[src/rtl/vfc_pkg.sv]
// Package for the voxel face cull and occlusion block: constants, face tables, record types.
`default_nettype none

package vfc_pkg;

    localparam int NUM_FACES   = 6;
    localparam int NUM_CORNERS = 4;
    localparam int MAP_W       = 27;
    localparam int MAP_IDX_W   = 5;
    localparam int COORD_W     = 12;
    localparam int KIND_W      = 8;
    localparam int FACE_W      = 3;
    localparam int OCC_W       = 2;
    localparam int VERTEX_W    = 32;

    localparam int COORD_BITS_DEFAULT  = 12;
    localparam int QUEUE_DEPTH_DEFAULT = 4;

    localparam logic [VERTEX_W-1:0] VERTS_PER_FACE = VERTEX_W'(4);
    localparam logic [OCC_W-1:0]    OCC_FULL       = OCC_W'(3);

    typedef enum logic [FACE_W-1:0] {
        FACE_FRONT  = 3'd0,
        FACE_BACK   = 3'd1,
        FACE_RIGHT  = 3'd2,
        FACE_LEFT   = 3'd3,
        FACE_TOP    = 3'd4,
        FACE_BOTTOM = 3'd5
    } face_id_t;

    // Map bit of the neighbor across each face.
    localparam logic [MAP_IDX_W-1:0] NORMAL_BIT [NUM_FACES] = '{22, 4, 14, 12, 16, 10};

    // Per face and corner: map bits of edge a, edge b and the diagonal.
    localparam logic [MAP_IDX_W-1:0] CORNER_BIT [NUM_FACES][NUM_CORNERS][3] = '{
        '{'{21, 19, 18}, '{23, 19, 20}, '{23, 25, 26}, '{21, 25, 24}},
        '{'{ 5,  1,  2}, '{ 3,  1,  0}, '{ 3,  7,  6}, '{ 5,  7,  8}},
        '{'{23, 11, 20}, '{ 5, 11,  2}, '{ 5, 17,  8}, '{23, 17, 26}},
        '{'{ 3,  9,  0}, '{21,  9, 18}, '{21, 15, 24}, '{ 3, 15,  6}},
        '{'{15, 25, 24}, '{17, 25, 26}, '{17,  7,  8}, '{15,  7,  6}},
        '{'{ 9,  1,  0}, '{11,  1,  2}, '{11, 19, 20}, '{ 9, 19, 18}}
    };

    typedef logic [NUM_CORNERS-1:0][OCC_W-1:0] face_occ_t;

    typedef struct packed {
        logic                             chunk_start;
        logic [KIND_W-1:0]                kind;
        logic [NUM_FACES-1:0]             vis;
        logic [NUM_FACES-1:0][NUM_CORNERS-1:0][OCC_W-1:0] occ;
    } face_rec_t;

    function automatic logic [OCC_W-1:0] occ_level(
        input logic [MAP_W-1:0]     map,
        input logic [MAP_IDX_W-1:0] ia,
        input logic [MAP_IDX_W-1:0] ib,
        input logic [MAP_IDX_W-1:0] ic
    );
        logic sa;
        logic sb;
        logic sc;
        sa = map[ia];
        sb = map[ib];
        sc = map[ic];
        if (sa && sb)
        begin
            return OCC_FULL;
        end
        return {1'b0, sa} + {1'b0, sb} + {1'b0, sc};
    endfunction

endpackage

`default_nettype wire

[src/rtl/vfc_ifs.sv]
// Channel interfaces: block items in, face items out.
`default_nettype none

interface vfc_in_if import vfc_pkg::*; ();
    logic               valid;
    logic               ready;
    logic [MAP_W-1:0]   neighbor_opaque;
    logic [COORD_W-1:0] world_x;
    logic [COORD_W-1:0] world_y;
    logic [COORD_W-1:0] world_z;
    logic [KIND_W-1:0]  block_kind;
    logic               chunk_start;

    modport source (
        output valid, neighbor_opaque, world_x, world_y, world_z, block_kind, chunk_start,
        input  ready
    );
    modport sink (
        input  valid, neighbor_opaque, world_x, world_y, world_z, block_kind, chunk_start,
        output ready
    );
endinterface

interface vfc_out_if import vfc_pkg::*; ();
    logic                valid;
    logic                ready;
    logic [FACE_W-1:0]   face_id;
    logic [OCC_W-1:0]    occ_corner0;
    logic [OCC_W-1:0]    occ_corner1;
    logic [OCC_W-1:0]    occ_corner2;
    logic [OCC_W-1:0]    occ_corner3;
    logic [VERTEX_W-1:0] base_vertex;
    logic [COORD_W-1:0]  out_x;
    logic [COORD_W-1:0]  out_y;
    logic [COORD_W-1:0]  out_z;
    logic [KIND_W-1:0]   out_kind;
    logic                last_face;

    modport source (
        output valid, face_id, occ_corner0, occ_corner1, occ_corner2, occ_corner3,
               base_vertex, out_x, out_y, out_z, out_kind, last_face,
        input  ready
    );
    modport sink (
        input  valid, face_id, occ_corner0, occ_corner1, occ_corner2, occ_corner3,
               base_vertex, out_x, out_y, out_z, out_kind, last_face,
        output ready
    );
endinterface

`default_nettype wire

[src/rtl/vfc_front.sv]
// Front stage: accepts block items, finds visible faces and corner occlusion, registers the record.
`default_nettype none

module vfc_front
    import vfc_pkg::*;
#(
    parameter int COORD_BITS = COORD_BITS_DEFAULT
)
(
    input  wire logic   clk,
    input  wire logic   rst_n,
    vfc_in_if.sink      blocks,
    output logic        rec_valid,
    input  wire logic   rec_ready,
    output face_rec_t   rec,
    output logic [3*((COORD_BITS < COORD_W) ? COORD_BITS : COORD_W)-1:0] rec_xyz
);

    localparam int CW = (COORD_BITS < COORD_W) ? COORD_BITS : COORD_W;

    logic               valid_reg;
    face_rec_t          rec_reg;
    face_rec_t          rec_next;
    logic [3*CW-1:0]    xyz_reg;
    logic [3*CW-1:0]    xyz_next;
    logic               take;

    assign blocks.ready = !valid_reg || rec_ready;
    assign take         = blocks.valid && blocks.ready;

    always_comb
    begin
        rec_next.chunk_start = blocks.chunk_start;
        rec_next.kind        = blocks.block_kind;
        for (int f = 0; f < NUM_FACES; f++)
        begin
            rec_next.vis[f] = !blocks.neighbor_opaque[NORMAL_BIT[f]];
            for (int c = 0; c < NUM_CORNERS; c++)
            begin
                rec_next.occ[f][c] = occ_level(blocks.neighbor_opaque, CORNER_BIT[f][c][0],
                                               CORNER_BIT[f][c][1], CORNER_BIT[f][c][2]);
            end
        end
        xyz_next = {blocks.world_z[CW-1:0], blocks.world_y[CW-1:0], blocks.world_x[CW-1:0]};
    end

    always_ff @(posedge clk or negedge rst_n)
    begin
        if (!rst_n)
        begin
            valid_reg <= 1'b0;
        end
        else if (blocks.ready)
        begin
            valid_reg <= blocks.valid;
        end
    end

    always_ff @(posedge clk)
    begin
        if (take)
        begin
            rec_reg <= rec_next;
            xyz_reg <= xyz_next;
        end
    end

    assign rec_valid = valid_reg;
    assign rec       = rec_reg;
    assign rec_xyz   = xyz_reg;

endmodule

`default_nettype wire

[src/rtl/vfc_queue.sv]
// Small FIFO between the classify front and the face sequencer.
`default_nettype none

module vfc_queue
    import vfc_pkg::*;
#(
    parameter int WIDTH = 8,
    parameter int DEPTH = QUEUE_DEPTH_DEFAULT
)
(
    input  wire logic             clk,
    input  wire logic             rst_n,
    input  wire logic             push_valid,
    output logic                  push_ready,
    input  wire logic [WIDTH-1:0] push_data,
    output logic                  pop_valid,
    input  wire logic             pop_ready,
    output logic [WIDTH-1:0]      pop_data
);

    localparam int PW = (DEPTH > 1) ? $clog2(DEPTH) : 1;
    localparam int NW = $clog2(DEPTH + 1);

    logic [WIDTH-1:0] mem [DEPTH];
    logic [PW-1:0]    head_reg;
    logic [PW-1:0]    tail_reg;
    logic [NW-1:0]    count_reg;
    logic [NW-1:0]    count_next;
    logic             push;
    logic             pop;

    assign push_ready = count_reg < NW'(DEPTH);
    assign pop_valid  = count_reg != '0;
    assign pop_data   = mem[head_reg];
    assign push       = push_valid && push_ready;
    assign pop        = pop_valid && pop_ready;

    always_comb
    begin
        count_next = count_reg;
        if (push && !pop)
        begin
            count_next = count_reg + NW'(1);
        end
        else if (pop && !push)
        begin
            count_next = count_reg - NW'(1);
        end
    end

    always_ff @(posedge clk or negedge rst_n)
    begin
        if (!rst_n)
        begin
            head_reg  <= '0;
            tail_reg  <= '0;
            count_reg <= '0;
        end
        else
        begin
            count_reg <= count_next;
            if (push)
            begin
                tail_reg <= (tail_reg == PW'(DEPTH - 1)) ? '0 : tail_reg + PW'(1);
            end
            if (pop)
            begin
                head_reg <= (head_reg == PW'(DEPTH - 1)) ? '0 : head_reg + PW'(1);
            end
        end
    end

    always_ff @(posedge clk)
    begin
        if (push)
        begin
            mem[tail_reg] <= push_data;
        end
    end

endmodule

`default_nettype wire

[src/rtl/vfc_back.sv]
// Back stage: walks visible faces one per cycle unless stalled, numbers vertices, drives faces.
`default_nettype none

module vfc_back
    import vfc_pkg::*;
#(
    parameter int COORD_BITS = COORD_BITS_DEFAULT
)
(
    input  wire logic       clk,
    input  wire logic       rst_n,
    input  wire logic       q_valid,
    output logic            q_pop,
    input  wire face_rec_t  q_rec,
    input  wire logic [3*((COORD_BITS < COORD_W) ? COORD_BITS : COORD_W)-1:0] q_xyz,
    vfc_out_if.source       faces
);

    localparam int CW = (COORD_BITS < COORD_W) ? COORD_BITS : COORD_W;

    logic                 cur_valid_reg;
    logic [NUM_FACES-1:0] rem_reg;
    logic [NUM_FACES-1:0] rem_next;
    face_occ_t            occ_reg [NUM_FACES];
    logic [KIND_W-1:0]    kind_reg;
    logic [3*CW-1:0]      xyz_reg;
    logic [VERTEX_W-1:0]  vcount_reg;

    logic                 out_valid_reg;
    logic [FACE_W-1:0]    out_face_reg;
    face_occ_t            out_occ_reg;
    logic [VERTEX_W-1:0]  out_base_reg;
    logic [3*CW-1:0]      out_xyz_reg;
    logic [KIND_W-1:0]    out_kind_reg;
    logic                 out_last_reg;

    logic [FACE_W-1:0]    sel;
    logic                 emit;
    logic                 done;

    always_comb
    begin
        sel = FACE_W'(0);
        for (int f = NUM_FACES - 1; f >= 0; f--)
        begin
            if (rem_reg[f])
            begin
                sel = FACE_W'(f);
            end
        end
    end

    assign rem_next = rem_reg & ~(NUM_FACES'(1) << sel);
    assign emit     = cur_valid_reg && (!out_valid_reg || faces.ready);
    assign done     = !cur_valid_reg || (emit && (rem_next == '0));
    assign q_pop    = q_valid && done;

    always_ff @(posedge clk or negedge rst_n)
    begin
        if (!rst_n)
        begin
            cur_valid_reg <= 1'b0;
            rem_reg       <= '0;
            vcount_reg    <= '0;
            out_valid_reg <= 1'b0;
        end
        else
        begin
            if (q_pop)
            begin
                cur_valid_reg <= |q_rec.vis;
                rem_reg       <= q_rec.vis;
            end
            else if (emit)
            begin
                cur_valid_reg <= |rem_next;
                rem_reg       <= rem_next;
            end

            // chunk clear belongs to the incoming block, after the current face
            if (q_pop && q_rec.chunk_start)
            begin
                vcount_reg <= '0;
            end
            else if (emit)
            begin
                vcount_reg <= vcount_reg + VERTS_PER_FACE;
            end

            if (emit)
            begin
                out_valid_reg <= 1'b1;
            end
            else if (faces.ready)
            begin
                out_valid_reg <= 1'b0;
            end
        end
    end

    always_ff @(posedge clk)
    begin
        if (q_pop)
        begin
            for (int f = 0; f < NUM_FACES; f++)
            begin
                occ_reg[f] <= q_rec.occ[f];
            end
            kind_reg <= q_rec.kind;
            xyz_reg  <= q_xyz;
        end
        if (emit)
        begin
            out_face_reg <= sel;
            out_occ_reg  <= occ_reg[sel];
            out_base_reg <= vcount_reg;
            out_xyz_reg  <= xyz_reg;
            out_kind_reg <= kind_reg;
            out_last_reg <= (rem_next == '0);
        end
    end

    assign faces.valid       = out_valid_reg;
    assign faces.face_id     = out_face_reg;
    assign faces.occ_corner0 = out_occ_reg[0];
    assign faces.occ_corner1 = out_occ_reg[1];
    assign faces.occ_corner2 = out_occ_reg[2];
    assign faces.occ_corner3 = out_occ_reg[3];
    assign faces.base_vertex = out_base_reg;
    assign faces.out_x       = COORD_W'(out_xyz_reg[CW-1:0]);
    assign faces.out_y       = COORD_W'(out_xyz_reg[2*CW-1:CW]);
    assign faces.out_z       = COORD_W'(out_xyz_reg[3*CW-1:2*CW]);
    assign faces.out_kind    = out_kind_reg;
    assign faces.last_face   = out_last_reg;

endmodule

`default_nettype wire

[src/rtl/voxel_face_cull_and_ao.sv]
// Top level of the voxel face cull and vertex occlusion block.
// Usage:
//   blocks: one item per solid cube (3x3x3 opacity map, coordinates, kind, chunk_start).
//   faces : one item per exposed face, in front, back, right, left, top, bottom order,
//           with four corner occlusion levels (0..3), base vertex index and block data.
//           last_face marks the final face of a block; a fully enclosed block yields none.
//   An accepted block passes the front record register, the queue and the sequencer state
//   before its first face is registered at the output. The face sequencer issues one face
//   per cycle unless faces.ready stalls it. A queue of QUEUE_DEPTH records sits in front
//   of the sequencer, so blocks keep being accepted while faces of earlier ones drain.
//   The vertex counter advances by 4 per face, wraps at 2^32 and is cleared by chunk_start
//   ahead of that block's faces.
//   Reset clears the vertex counter, the queue and all valid flags; no item is in flight.
//   When faces.ready is low the registered face holds; the sequencer, then the queue and
//   finally blocks.ready back up in turn.
//   Coordinates keep their low COORD_BITS bits (up to 12).
`default_nettype none

module voxel_face_cull_and_ao
    import vfc_pkg::*;
#(
    parameter int COORD_BITS  = COORD_BITS_DEFAULT,
    parameter int QUEUE_DEPTH = QUEUE_DEPTH_DEFAULT
)
(
    input  wire logic   clk,
    input  wire logic   rst_n,
    vfc_in_if.sink      blocks,
    vfc_out_if.source   faces
);

    localparam int CW    = (COORD_BITS < COORD_W) ? COORD_BITS : COORD_W;
    localparam int REC_W = $bits(face_rec_t);
    localparam int Q_W   = REC_W + 3 * CW;

    logic            front_valid;
    logic            front_ready;
    face_rec_t       front_rec;
    logic [3*CW-1:0] front_xyz;
    logic            q_valid;
    logic            q_pop;
    logic [Q_W-1:0]  q_data;
    face_rec_t       q_rec;
    logic [3*CW-1:0] q_xyz;

    vfc_front #(
        .COORD_BITS (COORD_BITS)
    ) u_front (
        .clk       (clk),
        .rst_n     (rst_n),
        .blocks    (blocks),
        .rec_valid (front_valid),
        .rec_ready (front_ready),
        .rec       (front_rec),
        .rec_xyz   (front_xyz)
    );

    vfc_queue #(
        .WIDTH (Q_W),
        .DEPTH (QUEUE_DEPTH)
    ) u_queue (
        .clk        (clk),
        .rst_n      (rst_n),
        .push_valid (front_valid),
        .push_ready (front_ready),
        .push_data  ({front_rec, front_xyz}),
        .pop_valid  (q_valid),
        .pop_ready  (q_pop),
        .pop_data   (q_data)
    );

    assign q_rec = face_rec_t'(q_data[Q_W-1:3*CW]);
    assign q_xyz = q_data[3*CW-1:0];

    vfc_back #(
        .COORD_BITS (COORD_BITS)
    ) u_back (
        .clk     (clk),
        .rst_n   (rst_n),
        .q_valid (q_valid),
        .q_pop   (q_pop),
        .q_rec   (q_rec),
        .q_xyz   (q_xyz),
        .faces   (faces)
    );

    // Track the previous face delivered within a block.
    logic                mon_mid_reg;
    logic [FACE_W-1:0]   mon_face_reg;
    logic [VERTEX_W-1:0] mon_base_reg;

    always_ff @(posedge clk or negedge rst_n)
    begin
        if (!rst_n)
        begin
            mon_mid_reg <= 1'b0;
        end
        else if (faces.valid && faces.ready)
        begin
            mon_mid_reg <= !faces.last_face;
        end
    end

    always_ff @(posedge clk)
    begin
        if (faces.valid && faces.ready)
        begin
            mon_face_reg <= faces.face_id;
            mon_base_reg <= faces.base_vertex;
        end
    end

    a_face_order: assert property (@(posedge clk) disable iff (!rst_n)
        faces.valid && mon_mid_reg |-> faces.face_id > mon_face_reg)
        else $error("faces of one block out of order");

    a_vertex_step: assert property (@(posedge clk) disable iff (!rst_n)
        faces.valid && mon_mid_reg |-> faces.base_vertex == mon_base_reg + VERTS_PER_FACE)
        else $error("base vertex did not advance by one face");

    a_front_hold: assert property (@(posedge clk) disable iff (!rst_n)
        front_valid && !front_ready |=> front_valid && $stable(front_rec))
        else $error("front record lost while queue full");

endmodule

`default_nettype wire
[src/flat_wrapper.sv]
// flat-port wrapper written by rule: the top's interface ports become plain ports
module voxel_face_cull_and_ao_flat import vfc_pkg::*;
#(
    parameter int COORD_BITS  = COORD_BITS_DEFAULT,
    parameter int QUEUE_DEPTH = QUEUE_DEPTH_DEFAULT
)
  (clk, rst_n, blocks_valid, blocks_neighbor_opaque, blocks_world_x, blocks_world_y, blocks_world_z, blocks_block_kind, blocks_chunk_start, blocks_ready, faces_valid, faces_face_id, faces_occ_corner0, faces_occ_corner1, faces_occ_corner2, faces_occ_corner3, faces_base_vertex, faces_out_x, faces_out_y, faces_out_z, faces_out_kind, faces_last_face, faces_ready);
  vfc_in_if blocks_i ();
  vfc_out_if faces_i ();
  input  wire logic clk;
  input  wire logic rst_n;
  input wire logic [$bits(blocks_i.valid)-1:0] blocks_valid;
  input wire logic [$bits(blocks_i.neighbor_opaque)-1:0] blocks_neighbor_opaque;
  input wire logic [$bits(blocks_i.world_x)-1:0] blocks_world_x;
  input wire logic [$bits(blocks_i.world_y)-1:0] blocks_world_y;
  input wire logic [$bits(blocks_i.world_z)-1:0] blocks_world_z;
  input wire logic [$bits(blocks_i.block_kind)-1:0] blocks_block_kind;
  input wire logic [$bits(blocks_i.chunk_start)-1:0] blocks_chunk_start;
  output wire logic [$bits(blocks_i.ready)-1:0] blocks_ready;
  output wire logic [$bits(faces_i.valid)-1:0] faces_valid;
  output wire logic [$bits(faces_i.face_id)-1:0] faces_face_id;
  output wire logic [$bits(faces_i.occ_corner0)-1:0] faces_occ_corner0;
  output wire logic [$bits(faces_i.occ_corner1)-1:0] faces_occ_corner1;
  output wire logic [$bits(faces_i.occ_corner2)-1:0] faces_occ_corner2;
  output wire logic [$bits(faces_i.occ_corner3)-1:0] faces_occ_corner3;
  output wire logic [$bits(faces_i.base_vertex)-1:0] faces_base_vertex;
  output wire logic [$bits(faces_i.out_x)-1:0] faces_out_x;
  output wire logic [$bits(faces_i.out_y)-1:0] faces_out_y;
  output wire logic [$bits(faces_i.out_z)-1:0] faces_out_z;
  output wire logic [$bits(faces_i.out_kind)-1:0] faces_out_kind;
  output wire logic [$bits(faces_i.last_face)-1:0] faces_last_face;
  input wire logic [$bits(faces_i.ready)-1:0] faces_ready;
  assign blocks_i.valid = blocks_valid;
  assign blocks_i.neighbor_opaque = blocks_neighbor_opaque;
  assign blocks_i.world_x = blocks_world_x;
  assign blocks_i.world_y = blocks_world_y;
  assign blocks_i.world_z = blocks_world_z;
  assign blocks_i.block_kind = blocks_block_kind;
  assign blocks_i.chunk_start = blocks_chunk_start;
  assign blocks_ready = blocks_i.ready;
  assign faces_valid = faces_i.valid;
  assign faces_face_id = faces_i.face_id;
  assign faces_occ_corner0 = faces_i.occ_corner0;
  assign faces_occ_corner1 = faces_i.occ_corner1;
  assign faces_occ_corner2 = faces_i.occ_corner2;
  assign faces_occ_corner3 = faces_i.occ_corner3;
  assign faces_base_vertex = faces_i.base_vertex;
  assign faces_out_x = faces_i.out_x;
  assign faces_out_y = faces_i.out_y;
  assign faces_out_z = faces_i.out_z;
  assign faces_out_kind = faces_i.out_kind;
  assign faces_last_face = faces_i.last_face;
  assign faces_i.ready = faces_ready;
  voxel_face_cull_and_ao #(.COORD_BITS(COORD_BITS), .QUEUE_DEPTH(QUEUE_DEPTH)) u_core (.clk(clk), .rst_n(rst_n), .blocks(blocks_i), .faces(faces_i));
endmodule
[config.mk]
export PLATFORM = sky130hd
export DESIGN_NAME = voxel_face_cull_and_ao_flat
export DESIGN_NICKNAME = d
export VERILOG_FILES = /design/src/rtl/vfc_pkg.sv /design/src/rtl/vfc_ifs.sv /design/src/rtl/vfc_front.sv /design/src/rtl/vfc_queue.sv /design/src/rtl/vfc_back.sv /design/src/rtl/voxel_face_cull_and_ao.sv /design/src/flat_wrapper.sv
export SDC_FILE = /design/constraint.sdc
export NUM_CORES = 1
export LEC_CHECK = 0
export BUFFER_PORTS_ARGS = -buffer_cell sky130_fd_sc_hd__buf_4
export CELL_PAD_IN_SITES_DETAIL_PLACEMENT = 1
export CELL_PAD_IN_SITES_GLOBAL_PLACEMENT = 2
export CORE_MARGIN = 5
export CORE_UTILIZATION = 40
export CTS_CLUSTER_SIZE = 16
export DETAILED_ROUTE_END_ITERATION = 10
export GPL_ROUTABILITY_DRIVEN = 0
export PLACE_DENSITY_LB_ADDON = 0.1
export SLEW_MARGIN = 30
export SYNTH_ARGS = -nofsm -noshare
export SYNTH_HDL_FRONTEND = slang
export SYNTH_SLANG_ARGS = --single-unit
[constraint.sdc]
create_clock -name clk -period 3.8 [get_ports clk]
set_input_delay 0.38 -clock clk [delete_from_list [all_inputs] [get_ports clk]]
set_output_delay 0.38 -clock clk [all_outputs]
set_load 0.02 [all_outputs]
==> parameters.txt <==
Parameter                              Value

Status
  Result of the run ... completed

Yosys
  Post-synth top area cell ... edfxtp_1
  Main area contributors after synthesis ... edfxtp_1 77%, mux4_2 8.5%, dfrtp_1 4.4%, fa_1 1.9%, a21o_1 1.4%
  Commonest register cell after synthesis ... edfxtp_1
  Syn avg cell area ... 21.59 sq um
  Number of synthesized register bits ... 719
  Count of flip-flops with a built-in enable after synthesis ... 673
  Fraction of the yosys area taken by sequential cells ... 0.8124
  Synthesized instance count ... 1218
  Post-synth top cells ... 673 x edfxtp_1, 99 x mux4_2, 49 x a21o_1
  Synthesized cell area ... 26290 sq um
  Fraction of synthesis flops using an asynchronous set or reset pin ... 0.06398
  Cell with the most instances after synthesis ... edfxtp_1
  Count of unique library cells instantiated by Yosys ... 44
  Share of Yosys cell area claimed by the top area cell type ... 0.7686
  Yosys Warn Count ... 0

CTS
  Post-cts sizing count ... 0
  Root buffer cell ... clkbuf_16
  Clk pin slew, worst setup/hold paths ... 60 ps
  Number of clock sinks ... 719
  H-tree depth reported by CTS ... 3
  Number of buffers inserted during clock tree synthesis ... 77
  Longest Clk Path Bufs ... 3
  Clock latency of the later-clocked register in the worst-skew pair ... 600 ps
  CTS tree ... built

STA
  Setup violation total in the final timing report ... 0
  Highest clock rate ... 0.3325 GHz
  RSZ-0062 raised after global routing ... false
  Final period util ... 0.7914
  Worst Hold Slack ... 47.87 ps
  Max transition margin ... 0.3524
  Final Critical Period ... 3007 ps
  Hold Violations, Final ... 0
  Worst setup skew after layout ... 18.65 ps
  Number of max-slew violations in the final report ... 0
  Setup TNS ... 0 ps
  Worst-margin pin slew ... 947.0 ps

Layout
  Diodes inserted ... 0
  Flip-flop count of the largest register after layout ... 396
  Layout area overhead ... 19.79%
  Count of filler cells inserted in the layout ... 5922
  Nets ... 1593
  Fraction of layout instances using a drive strength above 1 ... 0.2639

Critical path
  Startpoint kind of the worst setup timing path ... flip-flop
  Flop-to-flop setup slack ... 790 ps
  Startpoint of the most critical register-to-register path ... u_core.u_back.rem_reg[3]$_DFFE_PN0P_
  Worst Reg2Reg Path Length in Cells ... 6
  Worst Setup End Kind ... flip-flop
  End of the worst register-to-register path ... u_core.u_back.vcount_reg[13]$_DFFE_PN0P_
  Critical path arrival ... 3470 ps
  Required time of the critical path ... 4270 ps
  Critical path class ... reg -> reg
  Biggest fanout along the worst timing path ... 107

GRT
  Total global-route track usage ... 0.1581
  First-pass GRT wire length ... 84990 microns
  Pin count of the biggest net entering global routing ... 108
  Number of global-route vias before repair ... 13560
  Antenna violations before repair ... 0
  Global routing usage on met2 ... 0.2744
  Global route overflow ... 0
  Met1 layer usage reported by global route ... 0.2087
  GR Layer Usage met3 ... 0.02692
  Most used routing layer in global routing ... met2

Routing
  Antenna Nets Post-Route ... 0
  Routed vias/inst ... 4.998
  Avg WL per Cell ... 22.97 microns
  DR vias ... 12050
  Remaining design rule violation count ... 0
  Final WL ... 55350 microns
  Initial DRC count ... 793
  Number of detailed-routing iterations run before antenna repair ... 4

Die
  Y dimension of the die ... 266.4 microns
  Initial cell density of the core ... 0.4014
  Core ar. ... 65510 sq um
  Row count ... 94
  Boundary Pins ... 166
  Horizontal extent of the die ... 266.4 microns
  Die area ... 70960 sq um

Pwr
  Clock share of power ... 0.274
  Internal Dissipation ... 17.88 mW
  Peak VDD IR ... 651.2 uV
  Power density relative to cell area ... 803.6 nW/um^2
  Switch Pwr ... 7.431 mW
  Combinational Power Share ... 0.229
  Register share of total power ... 0.497
  Static leakage ... 10.90 nW
  Switching fraction of total power ... 0.2936

Hold path
  Number of instances on the worst hold path ... 2
  Worst min-delay path class ... in -> reg
  Hold Path End ... u_core.u_front.rec[53]$_DFFE_PP_
  HP Start ... blocks_neighbor_opaque[10]

Place
  Number of port buffers ... 162
  Final HPWL from detailed placement ... 31500 microns

Flow run
  MaxCap Viol Count ... 0
cell type report:
| cell class | count | area [sq um] | share of cell area |
|---|---|---|---|
| Inverter | 15 | 58.81 | 0.001867 |
| Tap cell | 864 | 1081 | 0.03432 |
| Multi-Input combinational cell | 433 | 4664 | 0.1481 |
| Clock inverter | 47 | 314.1 | 0.009971 |
| Clock buffer | 93 | 2008 | 0.06376 |
| Sequential cell | 719 | 21370 | 0.6784 |
| Timing Repair Buffer | 239 | 2002 | 0.06356 |
metrics by stage:
step	std cells	setup slack [ps]	util	power [mW]	cell area, sq um
floorplan	1219	275.2	-	16.14	26300
global placement	2222	751.8	0.4380	18.61	28690
detailed placement	2222	740.8	0.4380	18.79	28690
CTS	2410	700.2	0.4808	25.89	31500
global route	2410	626.1	0.4808	26.68	31500
finish	2410	792.6	0.4808	25.31	31500
metal layers:
layer,part of all wire,wire length (microns)
met5,0,0
met4,0.018,1000
met3,0.041,2268
met2,0.52,28550
met1,0.43,23530
layout by cell type (no fill, tap or decap), drive strengths merged, types with 14 or more instances in the layout:
| cell type | synthesis | routed |
|---|---|---|
| mux4 | 99 | 99 |
| nand2 | 48 | 48 |
| clkinv | 1 | 39 |
| o21ai | 14 | 14 |
| edfxtp | 673 | 673 |
| dfrtp | 46 | 46 |
| fa | 25 | 25 |
| a21o | 49 | 49 |
| buf | 23 | 191 |
| dlygate4sd3 | 0 | 48 |
| clkbuf | 29 | 93 |
| nor2 | 45 | 45 |
| inv | 14 | 19 |
| xor2 | 21 | 21 |
worst max-delay path by stage:
stage / depth (start not counted) / end / startpoint
2_1_floorplan: 3 / u_core.u_queue.mem[0][0]$_DFFE_PP_ / u_core.u_queue.count_reg[2]$_DFFE_PN0P_
3_3_place_gp: 6 / u_core.u_back.vcount_reg[14]$_DFFE_PN0P_ / u_core.u_back.rem_reg[3]$_DFFE_PN0P_
3_5_place_dp: 6 / u_core.u_back.vcount_reg[30]$_DFFE_PN0P_ / u_core.u_back.rem_reg[3]$_DFFE_PN0P_
4_1_cts: 6 / u_core.u_back.vcount_reg[13]$_DFFE_PN0P_ / u_core.u_back.rem_reg[3]$_DFFE_PN0P_
5_1_grt: 6 / u_core.u_back.vcount_reg[17]$_DFFE_PN0P_ / u_core.u_back.rem_reg[3]$_DFFE_PN0P_
6_report: 6 / u_core.u_back.vcount_reg[13]$_DFFE_PN0P_ / u_core.u_back.rem_reg[3]$_DFFE_PN0P_
worst max-delay path, stage by stage (launching register included):
cell and delay (ps):
dfrtp_1 590, or4_1 510, a211o_1 290, a31oi_4 230, buf_12 550, and2_4 500
nor2_1 90
power groups by stage:
stage / sequential (mW) / clock (mW) / combinational [mW]
after floorplan: 12.8 / 0 / 3.35
after global placement: 12.7 / 0 / 5.93
after detailed placement: 12.8 / 0 / 5.99
after CTS: 12.6 / 7.19 / 6.05
after global routing: 12.8 / 7.55 / 6.34
final: 12.6 / 6.93 / 5.80
cell families after synthesis:
logic type,share of synthesized area
DFF,0.8124
and+or+nand+nor,0.03136
muxes,0.08566
AOI/OAI and AO/OA,0.02665
buffers and inverters,0.01142
adders and majority gates,0.02237
xor gates and xnor gates,0.009994
other,0.0001426
what timing repair did:
item | 4_1_cts | 5_1_grt
setup buffers | 0 | 0
hold endpoints to repair | 93 | 0
hold buffers | 48 | 0
Note: power is estimated with default switching activity, not from simulation.
